--- src/assert_macros.svh ---
// assertion macros for the polyline interpolator
// expects clk and rst_n in the scope of use
`ifndef ASSERT_MACROS_SVH
`define ASSERT_MACROS_SVH
`ifndef SYNTHESIS
`define PTI_ASSERT(lbl, prop, msg) \
    lbl: assert property (@(posedge clk) disable iff (!rst_n) (prop)) else $error(msg);
`define PTI_NEVER(lbl, cond, msg) \
    lbl: assert property (@(posedge clk) disable iff (!rst_n) !(cond)) else $error(msg);
`else
`define PTI_ASSERT(lbl, prop, msg)
`define PTI_NEVER(lbl, cond, msg)
`endif
`endif

--- src/pti_pkg.sv ---
// shared types and constants of the polyline interpolator
// no dependencies
package pti_pkg;

    localparam int COORD_W      = 32;
    localparam int ROOT_W       = 33;
    localparam int RAD_W        = 2 * ROOT_W;
    localparam int SEG_LEN_W    = 40;
    localparam int TOTAL_W      = 48;
    localparam int NUM_W        = 81;
    localparam int DEN_W        = TOTAL_W + 16;
    localparam int DEF_MAX_POINTS = 256;
    localparam int DEF_MAX_STEPS  = 64;

    localparam logic [31:0] RST_SEG_TIME = 32'd65536;
    localparam logic [15:0] RST_APS      = 16'd60;

    localparam logic REG_SEG_TIME = 1'b0;
    localparam logic REG_APS      = 1'b1;

    localparam logic OP_ADD  = 1'b0;
    localparam logic OP_STEP = 1'b1;

    localparam logic [2:0] ST_POINT    = 3'd0;
    localparam logic [2:0] ST_EMPTY    = 3'd1;
    localparam logic [2:0] ST_FINAL    = 3'd2;
    localparam logic [2:0] ST_ACCEPTED = 3'd3;
    localparam logic [2:0] ST_FULL     = 3'd4;
    localparam logic [2:0] ST_NONE     = 3'd5;

    typedef struct packed {
        logic                       opcode;
        logic signed [COORD_W-1:0]  x_coord;
        logic signed [COORD_W-1:0]  y_coord;
        logic signed [COORD_W-1:0]  z_coord;
    } cmd_t;

    typedef struct packed {
        logic signed [COORD_W-1:0]  out_x;
        logic signed [COORD_W-1:0]  out_y;
        logic signed [COORD_W-1:0]  out_z;
        logic [2:0]                 status;
        logic                       last;
    } res_t;

    typedef struct packed {
        logic signed [COORD_W-1:0]  x;
        logic signed [COORD_W-1:0]  y;
        logic signed [COORD_W-1:0]  z;
    } point_t;

endpackage

--- src/pti_div.sv ---
// iterative unsigned divider, one quotient bit per cycle
// depends on pti_pkg
module pti_div
    import pti_pkg::*;
#(
    parameter int DIV_W = 7
)(
    input  logic               clk,
    input  logic               rst_n,
    input  logic               start,
    input  logic [COORD_W-1:0] dividend,
    input  logic [DIV_W-1:0]   divisor,
    output logic               done,
    output logic [COORD_W-1:0] quotient
);

    localparam int ITER_W = $clog2(COORD_W + 1);

    logic [COORD_W-1:0] dvd_reg;
    logic [DIV_W-1:0]   dvs_reg;
    logic [DIV_W-1:0]   rem_reg;
    logic [ITER_W-1:0]  iter_reg;
    logic               busy_reg;
    logic               done_reg;

    logic [DIV_W:0]     rem_sh;
    logic [DIV_W:0]     rem_sub;
    logic               ge;

    always_comb
    begin
        rem_sh  = {rem_reg, dvd_reg[COORD_W-1]};
        rem_sub = rem_sh - {1'b0, dvs_reg};
        ge      = (rem_sh >= {1'b0, dvs_reg});
    end

    always_ff @(posedge clk or negedge rst_n)
    begin
        if (!rst_n)
        begin
            busy_reg <= 1'b0;
            done_reg <= 1'b0;
        end
        else
        begin
            done_reg <= 1'b0;
            if (start)
            begin
                busy_reg <= 1'b1;
                dvd_reg  <= dividend;
                dvs_reg  <= divisor;
                rem_reg  <= '0;
                iter_reg <= '0;
            end
            else if (busy_reg)
            begin
                // quotient bits shift in where the dividend bits leave
                dvd_reg  <= {dvd_reg[COORD_W-2:0], ge};
                rem_reg  <= ge ? rem_sub[DIV_W-1:0] : rem_sh[DIV_W-1:0];
                iter_reg <= iter_reg + ITER_W'(1);
                if (iter_reg == ITER_W'(COORD_W - 1))
                begin
                    busy_reg <= 1'b0;
                    done_reg <= 1'b1;
                end
            end
        end
    end

    assign done     = done_reg;
    assign quotient = dvd_reg;

endmodule

--- config.mk ---
export PLATFORM = sky130hd
export DESIGN_NAME = pti_div
export DESIGN_NICKNAME = d
export VERILOG_FILES = /design/src/assert_macros.svh /design/src/pti_pkg.sv /design/src/pti_div.sv
export SDC_FILE = /design/constraint.sdc
export NUM_CORES = 1
export LEC_CHECK = 0
export ABC_AREA = 1
export BUFFER_PORTS_ARGS = -buffer_cell sky130_fd_sc_hd__buf_2
export CAP_MARGIN = 0
export CORE_ASPECT_RATIO = 2
export CORE_MARGIN = 2
export CORE_UTILIZATION = 52
export CTS_BUF_LIST = sky130_fd_sc_hd__clkbuf_16
export DETAILED_ROUTE_END_ITERATION = 16
export GPL_TIMING_DRIVEN = 0
export PLACE_DENSITY = 0.79
export SLEW_MARGIN = 20
export SYNTH_ARGS = -nofsm -noshare
export SYNTH_HDL_FRONTEND = slang
export SYNTH_SLANG_ARGS = --single-unit
--- constraint.sdc ---
create_clock -name clk -period 2.2 [get_ports clk]
set_input_delay 0.33 -clock clk [delete_from_list [all_inputs] [get_ports clk]]
set_output_delay 0.33 -clock clk [all_outputs]
set_load 0.01 [all_outputs]
* Word level (Yosys, flattened, before mapping)
Cells that the tools add are included.
** Operators by class
- Add/subtract/negate cells :: 2
- Order comparisons :: 1
- Equality and inequality tests :: 1
- Muxes and demuxes :: 11
- Reduce and logical (&&, ||, !) cells :: 3
** Operators with widths (number)
- $mux W32 :: 2
- $mux W7 :: 2
- $ge A8 B7 Y1 :: 1
- $sub A7 B7 Y7 :: 1
- $add A6 B1 Y6 const B :: 1
- $eq A6 B5 Y1 const B :: 1
- $mux W1 :: 6
- $mux W6 :: 1
- $reduce_and A2 Y1 :: 2
- $reduce_bool A2 Y1 :: 1
** Storage, ports and cells
- Flip-flop bits (word level) :: 54
- Bits of input ports :: 42
- Output and inout bits :: 33
- Logic and storage cells :: 24

* Longest topological paths before layout
Gate-level depths: netlist (run 1).
- Word-level depth :: 4
- Mapped depth :: 12
- Mapped depth without buffers :: 12

* Worst setup path after synthesis (run 1)
OpenSTA, ideal clock, no wires.
- Path type :: register to register
- Start :: register dvd_reg[31] (netlist: quotient[31])
- End :: register rem_reg[2] (data pin)
- Setup time :: 0.253 ns
- Data arrival time :: 1.612 ns
- Required time :: 1.947 ns
- Path slack :: 0.335 ns
- Cell stages (with the launch flop) :: 12
- Path buffers :: 0
- Period minus slack after synthesis :: 1.865 ns
- Cells stage by stage :: edfxtp_1 inv_1 ha_1 fa_1 inv_1 nand2_1 nand2_1 nand3_1 nand3_4 nand2_1 nand3_1 nand2_1
** On the way
- Word-level cells in the longest chain between the ends :: 3
- Elaborated cells between the ends (all ways) :: 4
- Classes of those cells :: 1 x add/sub; 1 x order compare; 2 x mux
** Ends and longest elaborated chain
- from (decl) :: line pti_div.sv:19 : logic [COORD_W-1:0] dvd_reg;
- from (signal assigned) :: line pti_div.sv:50 : dvd_reg <= dividend;
- from (signal assigned) :: line pti_div.sv:58 : dvd_reg <= {dvd_reg[COORD_W-2:0], ge};
- $sub A7 B7 Y7 or $ge A8 B7 Y1 (tied branches) :: line pti_div.sv:33, pti_div.sv:34
- $mux W7 * :: line pti_div.sv:59 : rem_reg <= ge ? rem_sub[DIV_W-1:0] : rem_sh[DIV_W-1:0];
- $mux W7 * :: line pti_div.sv:55 : else if (busy_reg)
- to (signal assigned) :: line pti_div.sv:59
- to (decl) :: line pti_div.sv:21 : logic [DIV_W-1:0] rem_reg;
Mark *: on every way between the ends. The rest lies on a longest branch, timed or not.
A chain may end at the register's enable or synchronous reset.

* Worst setup path in the final report (run 1)
- Start :: input rst_n
- End :: register dvd_reg[31] (netlist: quotient[31]), enable pin
** On the way
- Word-level cells in the longest chain between the ends :: 1
** Ends and longest elaborated chain
- from (decl) :: line pti_div.sv:9 : input logic rst_n,
- $reduce_and A2 Y1 (no source line)
No other way between the ends.

==> impl_metrics.ini, run 1 <==
[drt]
wl_per_cell_um = 13.6
routed-via-count = 2276
first_iter_violations = 44
totalWireLength_mm = 6.07
final_antenna_net_count = 0
firstDrtPassIters = 4
drc = 0
vias_per_cell = 5.10

[placed_design]
gp_congestion = 0.856
placedInstanceArea_um2 = 3220
dp_hpwl_mm = 4.68
placed_cells = 437
io_buffers = 73
post-place-ws_ns = 0.206

[sta]
slew_headroom = 0.505
max_clock_freq_mhz = 494
skew_ns = 0.00442
finalSetupViolations = 0
fin_ws_ns = 0.177
timing.setup.tns_ns = 0
holdWs_ns = 0.208
rsz0062_at_grt = false
worst_slew_pin_slew_ns = 0.740
hold_violations = 0
slew_viol_final = 0
period_share = 0.919
final.min_clock_period_ns = 2.02

[yosys]
synth_fp_nets = 357
synth_ff_type = edfxtp_1
synth_area_leader_cell = edfxtp_1
synth-edff-count = 52
synth_cell_types = 27
synthTopCellsByArea = edfxtp_1 (56%), nand2_1 (20%), ha_1 (3.6%), inv_1 (3.5%), nand3_1 (2.5%)
synthCells = 306
synth.most_common_cell = nand2_1
synth_commonest_cells = nand2_1 (151), edfxtp_1 (52), inv_1 (26)
ys_warn_count = 0
synth_seq_cells = 54
synth_area_per_cell_um2 = 9.08
synthArstFlopShare = 0.0370
ys_seq_area_frac = 0.580
synth_top_area_frac = 0.562
syn_area_um2 = 2780

[floorplanning]
rows = 37
die_w_um = 55.7
die-area_um2 = 5980
coreArea_um2 = 5140
io_pins = 75
start_util = 0.541
die_h_um = 107

[finish]
drive_above_1_share = 0.242
n_antenna_cell = 0
finalInstanceArea_um2 = 3370
syn2layout_area_growth_pct = 21.2
finalNetCount = 438
utilization = 0.655
largest_reg_flops = 32
layout.cells.non_filler = 446
num-fill-cells = 464

[pwr]
power_mw = 2.61
vdd_drop_max_mv = 0.736
p_leak_nw = 1.68
cellPowerDensity_nw_per_um2 = 774

[critical_path]
crit_path_max_fanout = 32
required_ns = 2.12
arrival_ns = 1.95
crit_path_end_kind = flop
crit_type = input pin to flop
worst_setup_path_start_kind = input pin

[outcome]
status = finished clean

[hold_path]
min_path_type = input pin to flop

[clock_network]
clk_pin_slew_worst_paths_ns = 0.07
htreeDepth = 2
cts_buffers = 5
cts_tree = yes
cts.sinks = 54
clockRootBuffer = clkbuf_16
clock_path_buffers = 2
insertion_delay_ns = 0.29

[flow_run]
drv_cap = 0

[global_routing]
grt_first_pass_wirelength_mm = 10.0
grt_start_max_net_pins = 33
grt_overflow = 0
grt_pass1_vias = 2337
grt_usage = 0.216
antenna_found_initial = 0
## where the power goes
part | switching, mW | total [mW] | internal (mW)
logic | 0.325 | 0.537 | 0.211
registers | 0.0576 | 1.31 | 1.25
clock network | 0.347 | 0.759 | 0.413
## layout by cell type, fill, tap and decap left out, types with 2 or more instances in the layout
master	instances
buf_2	77
nand3b_1	5
nand3_1	14
nand4_1	2
xor2_1	2
a21oi_1	3
nor2_1	12
ha_1	8
nand2_1	150
clkbuf_1	4
clkbuf_16	5
dfrtp_1	2
inv_2	2
nor3_1	4
nand3_2	2
o21ai_1	2
inv_1	27
edfxtp_1	52
a31oi_1	2
nand2_2	2
## cells by family (layout without fill, tap and decap cells)
kind of cell | Yosys count | in the layout | share of synthesized area
and+or+nand+nor | 195 | 195 | 0.296
DFF | 54 | 54 | 0.580
buffers and inverters | 36 | 118 | 0.0504
AOI/OAI and AO/OA | 10 | 10 | 0.0243
adders and majority gates | 9 | 9 | 0.0432
xor gates and xnor gates | 2 | 2 | 0.00630
## path summary, 6_finish.rpt
kind                                             to  cells after the start  slack (ns)                 startpoint
hold reg to reg                      done$_DFF_PN0_                      1        0.49  iter_reg[5]$_SDFFCE_PP0P_
min in group asynchronous            done$_DFF_PN0_                      2        0.49                      rst_n
hold / removal                 dvs_reg[2]$_DFFE_PP_                      1        0.21                 divisor[2]
setup reg to reg           rem_reg[3]$_SDFFCE_PP0P_                     11        0.22     quotient[31]$_DFFE_PP_
max in group asynchronous        busy_reg$_DFF_PN0_                      2        1.44                      rst_n
setup / recovery             quotient[31]$_DFFE_PP_                      4        0.18                      rst_n
## critical path, cell delays in order
cell           delay, ns
dlygate4sd3_1       0.52
buf_2               0.34
nand2_1             0.16
nand2_2             0.57
## cell type report
cell class | count | area, um2 | area share
Tap cell | 58 | 72.6 | 0.0216
Inverter | 28 | 105 | 0.0312
Clock buffer | 5 | 125 | 0.0372
Multi-Input combinational cell | 216 | 1030 | 0.306
Sequential cell | 54 | 1610 | 0.479
Clock inverter | 3 | 12.5 | 0.00372
Timing Repair Buffer | 74 | 375 | 0.111
Buffer | 8 | 35.0 | 0.0104
## metal layers
metal	wire length, um	GRT usage
met5	0	0
met4	206	0.110
met3	297	0.0481
met2	3330	0.411
met1	2240	0.211
## timing repair
action                                 in CTS  in global routing
resized for setup                           0                  0
endpoints found under the hold margin       2                  0
hold buffers                                1                  0
buffers inserted                            0                  0
Note: power is estimated with default switching activity, not from simulation.
==> run 2, diff against run 1 <==
ABC_AREA = unset   (was 1)
PLACE_DENSITY = 0.8   (was 0.79)
==> impl_metrics.ini, run 2 <==
[outcome]
status = finished with violations
failed_checks = negative setup slack

[global_routing]
met2_usage = 0.393
gr-max-usage-layer = met2
grt_first_pass_wirelength_mm = 9.34
grt_overflow = 0
grt_start_max_net_pins = 27
grt_usage = 0.225
met1_usage = 0.237
grt_use_met3 = 0.0552
grt_pass1_vias = 2039
antenna_found_initial = 0

[yosys]
synth_ff_type = edfxtp_1
synth_seq_cells = 54
synth_cell_types = 37
synthCells = 197
synth_top_area_frac = 0.579
synthTopCellsByArea = edfxtp_1 (58%), mux2_2 (15%), ha_1 (3.7%), nor2_1 (2.8%), dfrtp_1 (1.9%)
synth_area_leader_cell = edfxtp_1
synth-edff-count = 52
synth_area_per_cell_um2 = 13.7
synth.most_common_cell = edfxtp_1
synth_fp_nets = 248
ys_warn_count = 0
ys_seq_area_frac = 0.598
synth_commonest_cells = edfxtp_1 (52), mux2_2 (35), nor2_1 (20)
syn_area_um2 = 2700
synthArstFlopShare = 0.0370

[clock_network]
clock_path_buffers = 2
htreeDepth = 2
cts_tree = yes
cts.sinks = 54
cts_buffers = 5
clockRootBuffer = clkbuf_16
insertion_delay_ns = 0.29
clk_pin_slew_worst_paths_ns = 0.07

[placed_design]
dp_hpwl_mm = 4.26
io_buffers = 73
post-place-ws_ns = -0.301
gp_congestion = 0.761

[sta]
holdWs_ns = 0.206
final.min_clock_period_ns = 2.24
slew_headroom = 0.631
hold_violations = 0
period_share = 1.02
rsz0062_at_grt = true
max_clock_freq_mhz = 446
finalSetupViolations = 4
fin_ws_ns = -0.0421
skew_ns = 0.00516
slew_viol_final = 0
worst_slew_pin_slew_ns = 0.553

[critical_path]
required_ns = 2.21
r2r.worst_path.cells = 8
r2r_slack_ns = -0.04
crit_path_end_kind = flop
arrival_ns = 2.25
crit_type = flop to flop
worst_setup_path_start_kind = flop
rr_endpoint = rem_reg[6]$_SDFFCE_PP0P_
crit_path_max_fanout = 3
rr_startpoint = quotient[31]$_DFFE_PP_

[finish]
num-fill-cells = 386
layout_common_cells = buf_2 (74), edfxtp_1 (52), mux2_2 (34), nor2_1 (18), inv_1 (9)
finalNetCount = 334
drive_above_1_share = 0.500
final_common_cell = buf_2
syn2layout_area_growth_pct = 29.8
largest_reg_flops = 32
n_antenna_cell = 0

[hold_path]
min_path_type = input pin to flop
worstHoldStart = divisor[0]
min_path_cells = 1
holdPathEnd = dvs_reg[0]$_DFFE_PP_

[floorplanning]
io_pins = 75
start_util = 0.529
coreArea_um2 = 5090
die-area_um2 = 5810
die_w_um = 54.9
rows = 37
die_h_um = 106

[drt]
totalWireLength_mm = 5.89
first_iter_violations = 33
vias_per_cell = 5.56
routed-via-count = 1900
wl_per_cell_um = 17.2
firstDrtPassIters = 4
drc = 0
final_antenna_net_count = 0

[pwr]
cellPowerDensity_nw_per_um2 = 801
vdd_drop_max_mv = 0.771
p_leak_nw = 1.41

[flow_run]
drv_cap = 0
==> run 2: metal layers <==
metal | share of wire | routed length (um) | vias up
li1 | - | - | 901
met1 | 0.35 | 2030 | 915
met2 | 0.57 | 3370 | 66
met3 | 0.050 | 294 | 18
met4 | 0.032 | 190 | 0
met5 | 0 | 0 | -
==> run 2: critical path: stages, from the launching register on <==
cell,delay [ns]
edfxtp_1,0.38
inv_2,0.07
ha_4,0.16
fa_2,0.33
nand2b_4,0.18
a21oi_4,0.18
mux2_4,0.33
o31ai_4,0.20
a311oi_2,0.13
==> run 2: worst max-delay path by stage <==
stage / slack [ns] / from / endpoint
after floorplan: 0.0007 / quotient[31]$_DFFE_PP_ / rem_reg[6]$_SDFFCE_PP0P_
after global placement: -0.27 / rem_reg[5]$_SDFFCE_PP0P_ / rem_reg[1]$_SDFFCE_PP0P_
after detailed placement: -0.30 / rem_reg[5]$_SDFFCE_PP0P_ / rem_reg[0]$_SDFFCE_PP0P_
after CTS: -0.08 / quotient[31]$_DFFE_PP_ / rem_reg[3]$_SDFFCE_PP0P_
after global routing: -0.11 / quotient[31]$_DFFE_PP_ / rem_reg[4]$_SDFFCE_PP0P_
final: -0.04 / quotient[31]$_DFFE_PP_ / rem_reg[6]$_SDFFCE_PP0P_
==> run 2: layout make-up <==
type / count / area [um2] / area share
multi-input cells: 125 / 1140 / 0.325
flip-flops and latches: 54 / 1610 / 0.460
plain buffers: 8 / 35.0 / 0.0100
clock buffers: 5 / 125 / 0.0358
clock inverters: 3 / 41.3 / 0.0118
well taps: 58 / 72.6 / 0.0207
repair buffers: 80 / 444 / 0.127
inverters: 9 / 33.8 / 0.00965
==> run 2: timing repair <==
item                       4_1_cts  5_1_grt
buffers inserted                 2        3
hold buffers                     1        0
hold endpoints to repair         2        0
setup endpoints to repair        8        8
gates resized for setup         15        7
pin swaps                        8        6
==> run 2: cells by family (layout without fill, tap and decap cells) <==
group,count (synthesis),count (layout),share of synthesized area
compound gates,21,21,0.0594
xor+xnor,6,6,0.0195
fa+ha+maj,9,9,0.0445
buf+inv,18,105,0.0274
flops,54,54,0.598
mux,38,38,0.157
simple gates,51,51,0.0942
==> run 2: power by group <==
part           internal [mW]  switching [mW]
Clock                  0.533           0.349
Sequential              1.24          0.0530
Combinational          0.316           0.317
Total                   2.08           0.720
==> run 2: metrics by stage <==
step	std cells	TNS [ns]	total power, mW	area (um2)	utilization
6_report	342	-0.0790	2.80	3500	0.687
5_1_grt	342	-0.491	2.92	3500	0.687
3_3_place_gp	328	-9.37	1.81	3150	0.619
2_1_floorplan	197	0	1.65	2710	-
3_5_place_dp	329	-1.16	1.83	3180	0.625
4_1_cts	340	-0.226	2.78	3440	0.675
