### src/assert_macros.svh
// assertion macros for the polyline interpolator
// expects clk and rst_n in the scope of use
`ifndef ASSERT_MACROS_SVH
`define ASSERT_MACROS_SVH
`ifndef SYNTHESIS
`define PTI_ASSERT(lbl, prop, msg) \
    lbl: assert property (@(posedge clk) disable iff (!rst_n) (prop)) else $error(msg);
`define PTI_NEVER(lbl, cond, msg) \
    lbl: assert property (@(posedge clk) disable iff (!rst_n) !(cond)) else $error(msg);
`else
`define PTI_ASSERT(lbl, prop, msg)
`define PTI_NEVER(lbl, cond, msg)
`endif
`endif

### src/pti_pkg.sv
// shared types and constants of the polyline interpolator
// no dependencies
package pti_pkg;

    localparam int COORD_W      = 32;
    localparam int ROOT_W       = 33;
    localparam int RAD_W        = 2 * ROOT_W;
    localparam int SEG_LEN_W    = 40;
    localparam int TOTAL_W      = 48;
    localparam int NUM_W        = 81;
    localparam int DEN_W        = TOTAL_W + 16;
    localparam int DEF_MAX_POINTS = 256;
    localparam int DEF_MAX_STEPS  = 64;

    localparam logic [31:0] RST_SEG_TIME = 32'd65536;
    localparam logic [15:0] RST_APS      = 16'd60;

    localparam logic REG_SEG_TIME = 1'b0;
    localparam logic REG_APS      = 1'b1;

    localparam logic OP_ADD  = 1'b0;
    localparam logic OP_STEP = 1'b1;

    localparam logic [2:0] ST_POINT    = 3'd0;
    localparam logic [2:0] ST_EMPTY    = 3'd1;
    localparam logic [2:0] ST_FINAL    = 3'd2;
    localparam logic [2:0] ST_ACCEPTED = 3'd3;
    localparam logic [2:0] ST_FULL     = 3'd4;
    localparam logic [2:0] ST_NONE     = 3'd5;

    typedef struct packed {
        logic                       opcode;
        logic signed [COORD_W-1:0]  x_coord;
        logic signed [COORD_W-1:0]  y_coord;
        logic signed [COORD_W-1:0]  z_coord;
    } cmd_t;

    typedef struct packed {
        logic signed [COORD_W-1:0]  out_x;
        logic signed [COORD_W-1:0]  out_y;
        logic signed [COORD_W-1:0]  out_z;
        logic [2:0]                 status;
        logic                       last;
    } res_t;

    typedef struct packed {
        logic signed [COORD_W-1:0]  x;
        logic signed [COORD_W-1:0]  y;
        logic signed [COORD_W-1:0]  z;
    } point_t;

endpackage

### src/pti_sqrt.sv
// iterative integer square root, two radicand bits per cycle
// depends on pti_pkg
module pti_sqrt
    import pti_pkg::*;
(
    input  logic              clk,
    input  logic              rst_n,
    input  logic              start,
    input  logic [RAD_W-1:0]  radicand,
    output logic              done,
    output logic [ROOT_W-1:0] root
);

    localparam int REM_W  = ROOT_W + 3;
    localparam int ITER_W = $clog2(ROOT_W + 1);

    logic [RAD_W-1:0]  rad_reg;
    logic [REM_W-1:0]  rem_reg;
    logic [ROOT_W-1:0] root_reg;
    logic [ITER_W-1:0] iter_reg;
    logic              busy_reg;
    logic              done_reg;

    logic [REM_W-1:0]  rem_sh;
    logic [REM_W-1:0]  trial;
    logic              ge;

    always_comb
    begin
        rem_sh = {rem_reg[REM_W-3:0], rad_reg[RAD_W-1 -: 2]};
        trial  = {1'b0, root_reg, 2'b01};
        ge     = (rem_sh >= trial);
    end

    always_ff @(posedge clk or negedge rst_n)
    begin
        if (!rst_n)
        begin
            busy_reg <= 1'b0;
            done_reg <= 1'b0;
        end
        else
        begin
            done_reg <= 1'b0;
            if (start)
            begin
                busy_reg <= 1'b1;
                rad_reg  <= radicand;
                rem_reg  <= '0;
                root_reg <= '0;
                iter_reg <= '0;
            end
            else if (busy_reg)
            begin
                rad_reg  <= {rad_reg[RAD_W-3:0], 2'b00};
                rem_reg  <= ge ? (rem_sh - trial) : rem_sh;
                root_reg <= {root_reg[ROOT_W-2:0], ge};
                iter_reg <= iter_reg + ITER_W'(1);
                if (iter_reg == ITER_W'(ROOT_W - 1))
                begin
                    busy_reg <= 1'b0;
                    done_reg <= 1'b1;
                end
            end
        end
    end

    assign done = done_reg;
    assign root = root_reg;

endmodule

### config.mk
export PLATFORM = sky130hd
export DESIGN_NAME = pti_sqrt
export DESIGN_NICKNAME = d
export VERILOG_FILES = /design/src/assert_macros.svh /design/src/pti_pkg.sv /design/src/pti_sqrt.sv
export SDC_FILE = /design/constraint.sdc
export NUM_CORES = 1
export LEC_CHECK = 0
export BUFFER_PORTS_ARGS = -buffer_cell sky130_fd_sc_hd__buf_2
export CAP_MARGIN = 15
export CORE_MARGIN = 2
export CORE_UTILIZATION = 65
export CTS_BUF_LIST = sky130_fd_sc_hd__clkbuf_4 sky130_fd_sc_hd__clkbuf_8
export CTS_CLUSTER_DIAMETER = 120
export DETAILED_ROUTE_END_ITERATION = 8
export PLACE_DENSITY_LB_ADDON = 0.05
export REMOVE_ABC_BUFFERS = 1
export SLEW_MARGIN = 0
export SYNTH_ARGS = -nofsm -noshare
export SYNTH_HDL_FRONTEND = slang
export SYNTH_SLANG_ARGS = --single-unit
### constraint.sdc
create_clock -name clk -period 10.95 [get_ports clk]
set_input_delay 0.5475 -clock clk [delete_from_list [all_inputs] [get_ports clk]]
set_output_delay 0.5475 -clock clk [all_outputs]
set_load 0.02 [all_outputs]
# Word level (Yosys, flattened, before mapping)
# Index checks and enable logic that the tools add are counted.
op_classes:
  magnitude_cmp: 1
  n_mux: 12
  n_addsub: 2
  eq_ne: 1
  n_reduce_logical: 2
ops:
  columns: ["operator", "count"]
  rows:
  - ["$mux 66", 2]
  - ["$mux 36", 2]
  - ["$ge 36x35->1", 1]
  - ["$sub 36x35->36", 1]
  - ["$mux 33", 1]
  - ["$add 6x1->6 const B", 1]
  - ["$eq 6x6->1 const B", 1]
  - ["$mux 1", 6]
  - ["$mux 6", 1]
  - ["$reduce_and 2->1", 1]
  - ["$reduce_bool 2->1", 1]
totals:
  word_cells: 24
  in_bits: 69
  output_inout_bits: 34
  reg_bits: 143

# Longest topological paths before layout
# Gate-level depths: netlist (run 1).
logic_depth:
  ltp_word: 4
  mapped_depth: 13
  mapped_depth_nobuf: 10

# Worst setup path after synthesis (run 1)
# Ideal clock, no wire load.
synth_path:
  path_type: "input to register"
  from: "in start"
  to: "reg rad_reg[0], enable pin"
  t_required_ns: 10.452
  stages: 3
  setup_time_ns: 0.498
  t_arrival_ns: 3.850
  setup_slack_ns: 6.602
  path_buffers: 1
  cell_sequence: "clkbuf_1 > nor2_1 > nor2b_1"
synth_between:
  elab_chain_len: 2
synth_lines:
  columns: ["element", "line", "text"]
  rows:
  - ["start: declaration", "pti_sqrt.sv:8", "input logic start,"]
  - ["$reduce_bool 2->1 (no line)", null, null]
  - ["$reduce_and 2->1 (no line)", null, null]
  - ["end signal: assignment", "pti_sqrt.sv:48", "rad_reg <= radicand;"]
  - ["end signal: assignment", "pti_sqrt.sv:55", "rad_reg <= {rad_reg[RAD_W-3:0], 2'b00};"]
  - ["end: declaration", "pti_sqrt.sv:17", "logic [RAD_W-1:0] rad_reg;"]
# Every way passes these cells.
# A chain may end at the register's enable or synchronous reset.

# Worst setup path after layout (run 1)
layout_path:
  from: "reg root_reg[27], in the netlist root[27]"
  to: "reg rem_reg[29] (data pin)"
layout_between:
  elab_chain_len: 3
  elab_cells_between_ends: 4
  cone_classes: "add/sub: 1; order compare: 1; mux: 2"
layout_lines:
  columns: ["element", "line", "text"]
  rows:
  - ["start: declaration", "pti_sqrt.sv:19", "logic [ROOT_W-1:0] root_reg;"]
  - ["start signal: assignment", "pti_sqrt.sv:57", "root_reg <= {root_reg[ROOT_W-2:0], ge};"]
  - ["$sub 36x35->36 / $ge 36x35->1 (equally long branches)", "pti_sqrt.sv:56, pti_sqrt.sv:32", null]
  - ["$mux 36 (*)", "pti_sqrt.sv:56", "rem_reg <= ge ? (rem_sh - trial) : rem_sh;"]
  - ["$mux 36 (*)", "pti_sqrt.sv:53", "else if (busy_reg)"]
  - ["end signal: assignment", "pti_sqrt.sv:56", null]
  - ["end: declaration", "pti_sqrt.sv:18", "logic [REM_W-1:0] rem_reg;"]
# Mark *: on every way between the ends. The rest lies on a longest branch, timed or not.

==> impl_metrics.env, run 1 <==
export IMPL_postRouteAntennaNets=0
export IMPL_drc_errors=0
export IMPL_layout_common_cells="edfxtp_1 (139), buf_2 (101), nor2_1 (97)"
export IMPL_drive_above_1_share=0.2497
export IMPL_hpwlAfterDp_um=12690
export IMPL_drt_met1_wl_um=7945
export IMPL_antenna_found_initial=0
export IMPL_die_h_um=118.9
export IMPL_post_route_min_period_ns=3.223
export IMPL_route_met2_wl_um=8608
export IMPL_slew_viol_final=0
export IMPL_grt_pass1_vias=6268
export IMPL_hp_class="in -> reg"
export IMPL_fin_util=0.7487
export IMPL_status="complete, no violations"
export IMPL_hold_violations=0
export IMPL_pwr_share_clk=0.232
export IMPL_row_count=41
export IMPL_max_slew_margin=0.4558
export IMPL_syn_inst=775
export IMPL_endpoint_kind="register"
export IMPL_cts_path_max_buffers=2
export IMPL_cts_buffers=17
export IMPL_num_vias=6306
export IMPL_grt_overflow_total=0
export IMPL_seqPwrFrac=0.411
export IMPL_numPortBuffers=102
export IMPL_finalNetCount=967
export IMPL_cts_max_level=4
export IMPL_place_congestion=0.9782
export IMPL_ys_seq_elements=141
export IMPL_avgRoutedWirePerCell_um=17.36
export IMPL_crit_chain="inv_1 -> ha_1 -> and4_1 -> and2_1 -> a41oi_2 -> o211ai_1 -> o31ai_4 -> buf_4 -> or2_1 -> o22ai_1"
export IMPL_fin_tns_setup_ns=0
export IMPL_dr_wl_met3_um=1122
export IMPL_setup_viol=0
export IMPL_dp_slack_ns=7.790
export IMPL_netlist_area_um2=8582
export IMPL_synth_warnings=0
export IMPL_power_density_nw_per_um2=183.1
export IMPL_cts_sinks=141
export IMPL_fin_ws_ns=7.727
export IMPL_grt_pass1_wl_um=30110
export IMPL_vdd_drop_max_uv=108.0
export IMPL_synth_cell_type_count=67
export IMPL_yosysTopAreaCellShare=0.4864
export IMPL_post_cts_buffers=0
export IMPL_cts_resized=0
export IMPL_tightestPinTransition_ns=0.8163
export IMPL_num_antenna_cells=0
export IMPL_syn_to_final_growth_pct=11.43
export IMPL_ios=103
export IMPL_clock_skew_ns=0.009065
export IMPL_clockRootBuffer="clkbuf_8"
export IMPL_ys_flop_type="edfxtp_1"
export IMPL_die_area_um2=14140
export IMPL_dr_max_layer_used="met4"
export IMPL_pwr_share_comb=0.357
export IMPL_fin_crit_sh=0.2943
export IMPL_drtIter0Drc=409
export IMPL_largest_reg_flops=66
export IMPL_insertion_delay_ns=0.46
export IMPL_initial_core_util=0.6719
export IMPL_viasPerCell=6.034
export IMPL_cp_data_arrival_time_ns=3.40
export IMPL_final_cell_area_um2=9563
export IMPL_power_switching_uw=601.0
export IMPL_synth_edf_count=139
export IMPL_routed_wl_um=18140
export IMPL_cts_tree="yes"
export IMPL_cap_violations=0
export IMPL_path_max_fanout=31
export IMPL_yosysTopAreaCell="edfxtp_1"
export IMPL_final_common_cell="edfxtp_1"
export IMPL_track_usage=0.2640
export IMPL_firstDrtPassIters=4
export IMPL_p_int_mw=1.150
export IMPL_avgSynthCellArea_um2=11.07
export IMPL_yosysSeqAreaShare=0.4922
export IMPL_clk_pin_slew_worst_paths_ns=0.08
export IMPL_async_flop_share=0.01418
export IMPL_cp_required_ns=11.13
export IMPL_start_kind="register"
export IMPL_die_w_um=118.9
export IMPL_core_area_um2=12770
export IMPL_crit_slowest_cell="ha_1"
export IMPL_hold_buffers=0
export IMPL_fmax_mhz=310.3
export IMPL_placed_area_um2=9186
export IMPL_path_class="reg -> reg"
export IMPL_num_fill_cells=901
export IMPL_rsz0062_at_grt="false"
export IMPL_slowest_delay_ns=0.42
export IMPL_grt_max_degree=71
export IMPL_p_leak_nw=4.008
export IMPL_synth_area_leaders="edfxtp_1 (49%), mux2_2 (8.5%), ha_1 (5.4%)"
export IMPL_switching_share=0.3432
==> cell families after synthesis <==
group | Yosys count | synth area share
AND/OR/NAND/NOR | 205 | 0.1099
multiplexers | 105 | 0.1319
XOR/XNOR | 26 | 0.02653
buffers and inverters | 89 | 0.04286
AO/OA/AOI/OAI | 172 | 0.1426
flip-flops | 141 | 0.4922
adder cells (fa/ha/maj) | 37 | 0.05394
==> path summary, 6_finish.rpt <==
path	startpoint	to	slack, ns	cells past startpoint
worst min register to register	rad_reg[33]	rad_reg[35]	0.55	1
worst max register to register	root[27]	rem_reg[29]	7.73	10
worst max-delay path	root[27]	rem_reg[29]	7.73	10
min in group asynchronous	rst_n	busy_reg	0.72	3
max in group asynchronous	rst_n	busy_reg	9.85	3
worst min-delay path	radicand[0]	rad_reg[0]	0.37	2
==> through the flow <==
stage | hold WS [ns] | power (mW) | instances
6_report | 0.3717 | 1.751 | 1045
3_3_place_gp | 0.5254 | 1.319 | 1014
5_1_grt | 0.3591 | 1.843 | 1045
4_1_cts | 0.3499 | 1.749 | 1045
3_5_place_dp | 0.5349 | 1.342 | 1014
2_1_floorplan | 0.2519 | 1.188 | 732
==> metal layers <==
layer | up-vias | GRT usage
met5 | - | 0
met4 | 0 | 0.1146
met3 | 39 | 0.07711
met2 | 187 | 0.4210
met1 | 3012 | 0.3362
li1 | 3068 | -
==> cell usage after synthesis (all sizes together), types with 5 or more instances <==
master / instances
a211oi: 25
a21o: 10
a21oi: 37
a31oi: 7
and2: 5
and3: 8
buf: 19
clkbuf: 24
edfxtp: 139
ha: 37
inv: 45
mux2: 65
mux2i: 40
nand2: 31
nand2b: 6
nand3: 10
nand4: 12
nor2: 97
nor2b: 7
nor3: 18
o211ai: 7
o21a: 9
o21ai: 28
o22ai: 5
xnor2: 14
xor2: 12
==> worst max-delay path, delay by kind of cell (launching register included) <==
kind,cells,cell delay (ns)
DFF,1,0.41
and+or+nand+nor,3,0.86
buffers and inverters,2,0.44
AOI/OAI and AO/OA,4,0.82
adders and majority gates,1,0.42
==> area by class of cell <==
| cell class | count | area (um2) | share of cell area |
|---|---|---|---|
| flip-flops and latches | 141 | 4228 | 0.4421 |
| multi-input cells | 545 | 3998 | 0.4180 |
| repair buffers | 110 | 573.1 | 0.05992 |
| clock buffers | 20 | 256.5 | 0.02682 |
| well taps | 172 | 215.2 | 0.02250 |
| inverters | 46 | 172.7 | 0.01806 |
| clock inverters | 11 | 120.1 | 0.01256 |
==> power by group through the flow <==
stage,clock (mW),combinational [mW],sequential (mW)
after floorplan,0,0.460,0.729
after CTS,0.413,0.617,0.719
after global placement,0,0.591,0.727
after global routing,0.429,0.687,0.727
final,0.407,0.624,0.719
after detailed placement,0,0.612,0.730
Note: power is estimated with default switching activity, not from simulation.
==> inputs of run 2 (changes only) <==
--- a/config.mk
+++ b/config.mk
@@ -8,7 +8,7 @@
 export BUFFER_PORTS_ARGS = -buffer_cell sky130_fd_sc_hd__buf_2
 export CAP_MARGIN = 15
 export CORE_MARGIN = 2
-export CORE_UTILIZATION = 65
+export CORE_UTILIZATION = 61
 export CTS_BUF_LIST = sky130_fd_sc_hd__clkbuf_4 sky130_fd_sc_hd__clkbuf_8
 export CTS_CLUSTER_DIAMETER = 120
 export DETAILED_ROUTE_END_ITERATION = 8
==> constraint.sdc (replaced) <==
create_clock -name clk -period 3.2 [get_ports clk]
set_input_delay 0.16 -clock clk [delete_from_list [all_inputs] [get_ports clk]]
set_output_delay 0.16 -clock clk [all_outputs]
set_load 0.02 [all_outputs]
==> run 2 against run 1 <==
  * Count of clock-buffer cells in the layout shrank 3
  * Cell area grew 7.4%
  * Via count grew 5.7%
  * Largest cell class unchanged
  * Largest power group unchanged
  * Highest routed layer unchanged
==> impl_metrics.env, run 2 (synthesized netlist as in run 1, its figures left out) <==
export IMPL_crit_chain="inv_1 -> ha_1 -> a21oi_1 -> o21ai_0 -> a221oi_1 -> o2111ai_1 -> a31o_1 -> a211oi_1 -> o21ai_1 -> o311a_1"
export IMPL_rsz0062_at_grt="false"
export IMPL_cts_sinks=141
export IMPL_syn_to_final_growth_pct=19.71
export IMPL_cp_required_ns=3.41
export IMPL_track_usage=0.2775
export IMPL_dp_slack_ns=0.08153
export IMPL_grt_pass1_wl_um=32550
export IMPL_crit_family="compound AO/OA/AOI/OAI gates"
export IMPL_initial_core_util=0.6207
export IMPL_p_int_mw=4.137
export IMPL_cts_buffers=17
export IMPL_status="complete, no violations"
export IMPL_fmax_mhz=327.9
export IMPL_finalNonFillerCells=1122
export IMPL_row_count=43
export IMPL_layout_common_cells="edfxtp_1 (139), buf_2 (101), nor2_1 (97)"
export IMPL_post_route_min_period_ns=3.050
export IMPL_worst_r2r_cell_count=10
export IMPL_drc_errors=0
export IMPL_antenna_found_initial=0
export IMPL_numPortBuffers=102
export IMPL_cts_tree="yes"
export IMPL_path_class="reg -> reg"
export IMPL_pwr_share_comb=0.370
export IMPL_grt_use_met3=0.06134
export IMPL_grt_max_degree=119
export IMPL_vdd_drop_max_uv=402.4
export IMPL_num_antenna_cells=0
export IMPL_drtIter0Drc=498
export IMPL_seqPwrFrac=0.389
export IMPL_grtUsageMet2=0.4698
export IMPL_clock_skew_ns=0.008833
export IMPL_slowest_delay_ns=0.49
export IMPL_final_common_cell="edfxtp_1"
export IMPL_cts_path_max_buffers=2
export IMPL_viasPerCell=5.941
export IMPL_ios=103
export IMPL_hold_violations=0
export IMPL_insertion_delay_ns=0.46
export IMPL_cp_data_arrival_time_ns=3.26
export IMPL_finalNetCount=1035
export IMPL_drive_above_1_share=0.2516
export IMPL_crit_slowest_cell="a221oi_1"
export IMPL_path_max_fanout=7
export IMPL_core_area_um2=13830
export IMPL_reg2reg_setup_slack_ns=0.15
export IMPL_largest_reg_flops=66
export IMPL_place_congestion=0.9457
export IMPL_p_leak_nw=4.327
export IMPL_pwr_share_clk=0.240
export IMPL_hp_class="in -> reg"
export IMPL_power_density_nw_per_um2=613.6
export IMPL_max_slew_margin=0.5012
export IMPL_postRouteAntennaNets=0
export IMPL_cts_max_level=4
export IMPL_clockRootBuffer="clkbuf_8"
export IMPL_avgRoutedWirePerCell_um=17.81
export IMPL_fin_ws_ns=0.1498
export IMPL_clk_pin_slew_worst_paths_ns=0.08
export IMPL_endpoint_kind="register"
export IMPL_grt_pass1_vias=6687
export IMPL_worst_path_stages=10
export IMPL_die_area_um2=15030
export IMPL_die_h_um=122.6
export IMPL_die_w_um=122.6
export IMPL_setup_viol=0
export IMPL_power_switching_mw=2.167
export IMPL_firstDrtPassIters=5
export IMPL_tightestPinTransition_ns=0.7482
export IMPL_hpwlAfterDp_um=12820
export IMPL_routed_wl_um=19980
export IMPL_dpl_cell_count=1041
export IMPL_hold_path_depth=2
export IMPL_switching_share=0.3438
export IMPL_hold_ws_ns=0.009147
export IMPL_slew_viol_final=0
export IMPL_grt_use_met1=0.3513
export IMPL_post_cts_buffers=0
export IMPL_fin_tns_setup_ns=0
export IMPL_fin_crit_sh=0.9532
export IMPL_num_vias=6666
export IMPL_start_kind="register"
export IMPL_critPathBufInv=1
export IMPL_cap_violations=0
export IMPL_grt_overflow_total=0
export IMPL_fin_total_pwr_mw=6.304
export IMPL_top_usage_layer="met2"
-- run 2: cell count changes in the layout (fill, tap and decap cells not counted), sizes merged --
cell / delta
buf: +19
bufinv: +1
clkbuf: -3
dlygate4sd3: +49
inv: +3
-- run 2: area by class of cell --
class	count	area, um2
Sequential cell	141	4228
Multi-Input combinational cell	545	4000
Fill cell	936	3553
Timing Repair Buffer	178	1247
Clock buffer	17	234.0
Tap cell	180	225.2
Inverter	46	172.7
Clock inverter	15	166.4
-- run 2: power by group through the flow --
stage | combinational (mW) | sequential, mW | clock [mW]
after floorplan | 1.57 | 2.49 | 0
after global placement | 2.17 | 2.48 | 0
after detailed placement | 2.23 | 2.49 | 0
after CTS | 2.30 | 2.45 | 1.52
after global routing | 2.56 | 2.48 | 1.59
final | 2.33 | 2.46 | 1.51
-- run 2: final timing paths --
path	start	to
max in group asynchronous	rst_n	busy_reg
min in group asynchronous	rst_n	busy_reg
setup reg to reg	root[14]	rem_reg[33]
hold reg to reg	rad_reg[56]	rad_reg[58]
setup / recovery	root[14]	rem_reg[33]
hold / removal	radicand[63]	rad_reg[63]
-- run 2: worst reg2reg max path, delay by kind of cell, from the launching register on --
kind            cells  cell delay, ns
fa+ha+maj           1            0.39
flops               1            0.40
compound gates      8            1.96
buf+inv             1            0.06
-- run 2: metrics by stage --
step                  util  cell area [um2]
floorplan                -             8387
global placement    0.6781             9376
detailed placement  0.6781             9376
CTS                 0.7426            10270
global route        0.7430            10270
finish              0.7430            10270
-- run 2: metal layers --
| metal | vias up | part of all wire |
|---|---|---|
| li1 | 3205 | - |
| met1 | 3200 | 0.43 |
| met2 | 228 | 0.50 |
| met3 | 33 | 0.055 |
| met4 | 0 | 0.020 |
| met5 | - | 0 |
-- run 2: what timing repair did --
item                       CTS  global route
resized for setup            0             2
hold buffers                49             0
setup endpoints to repair    0            10
hold endpoints to repair    49             0
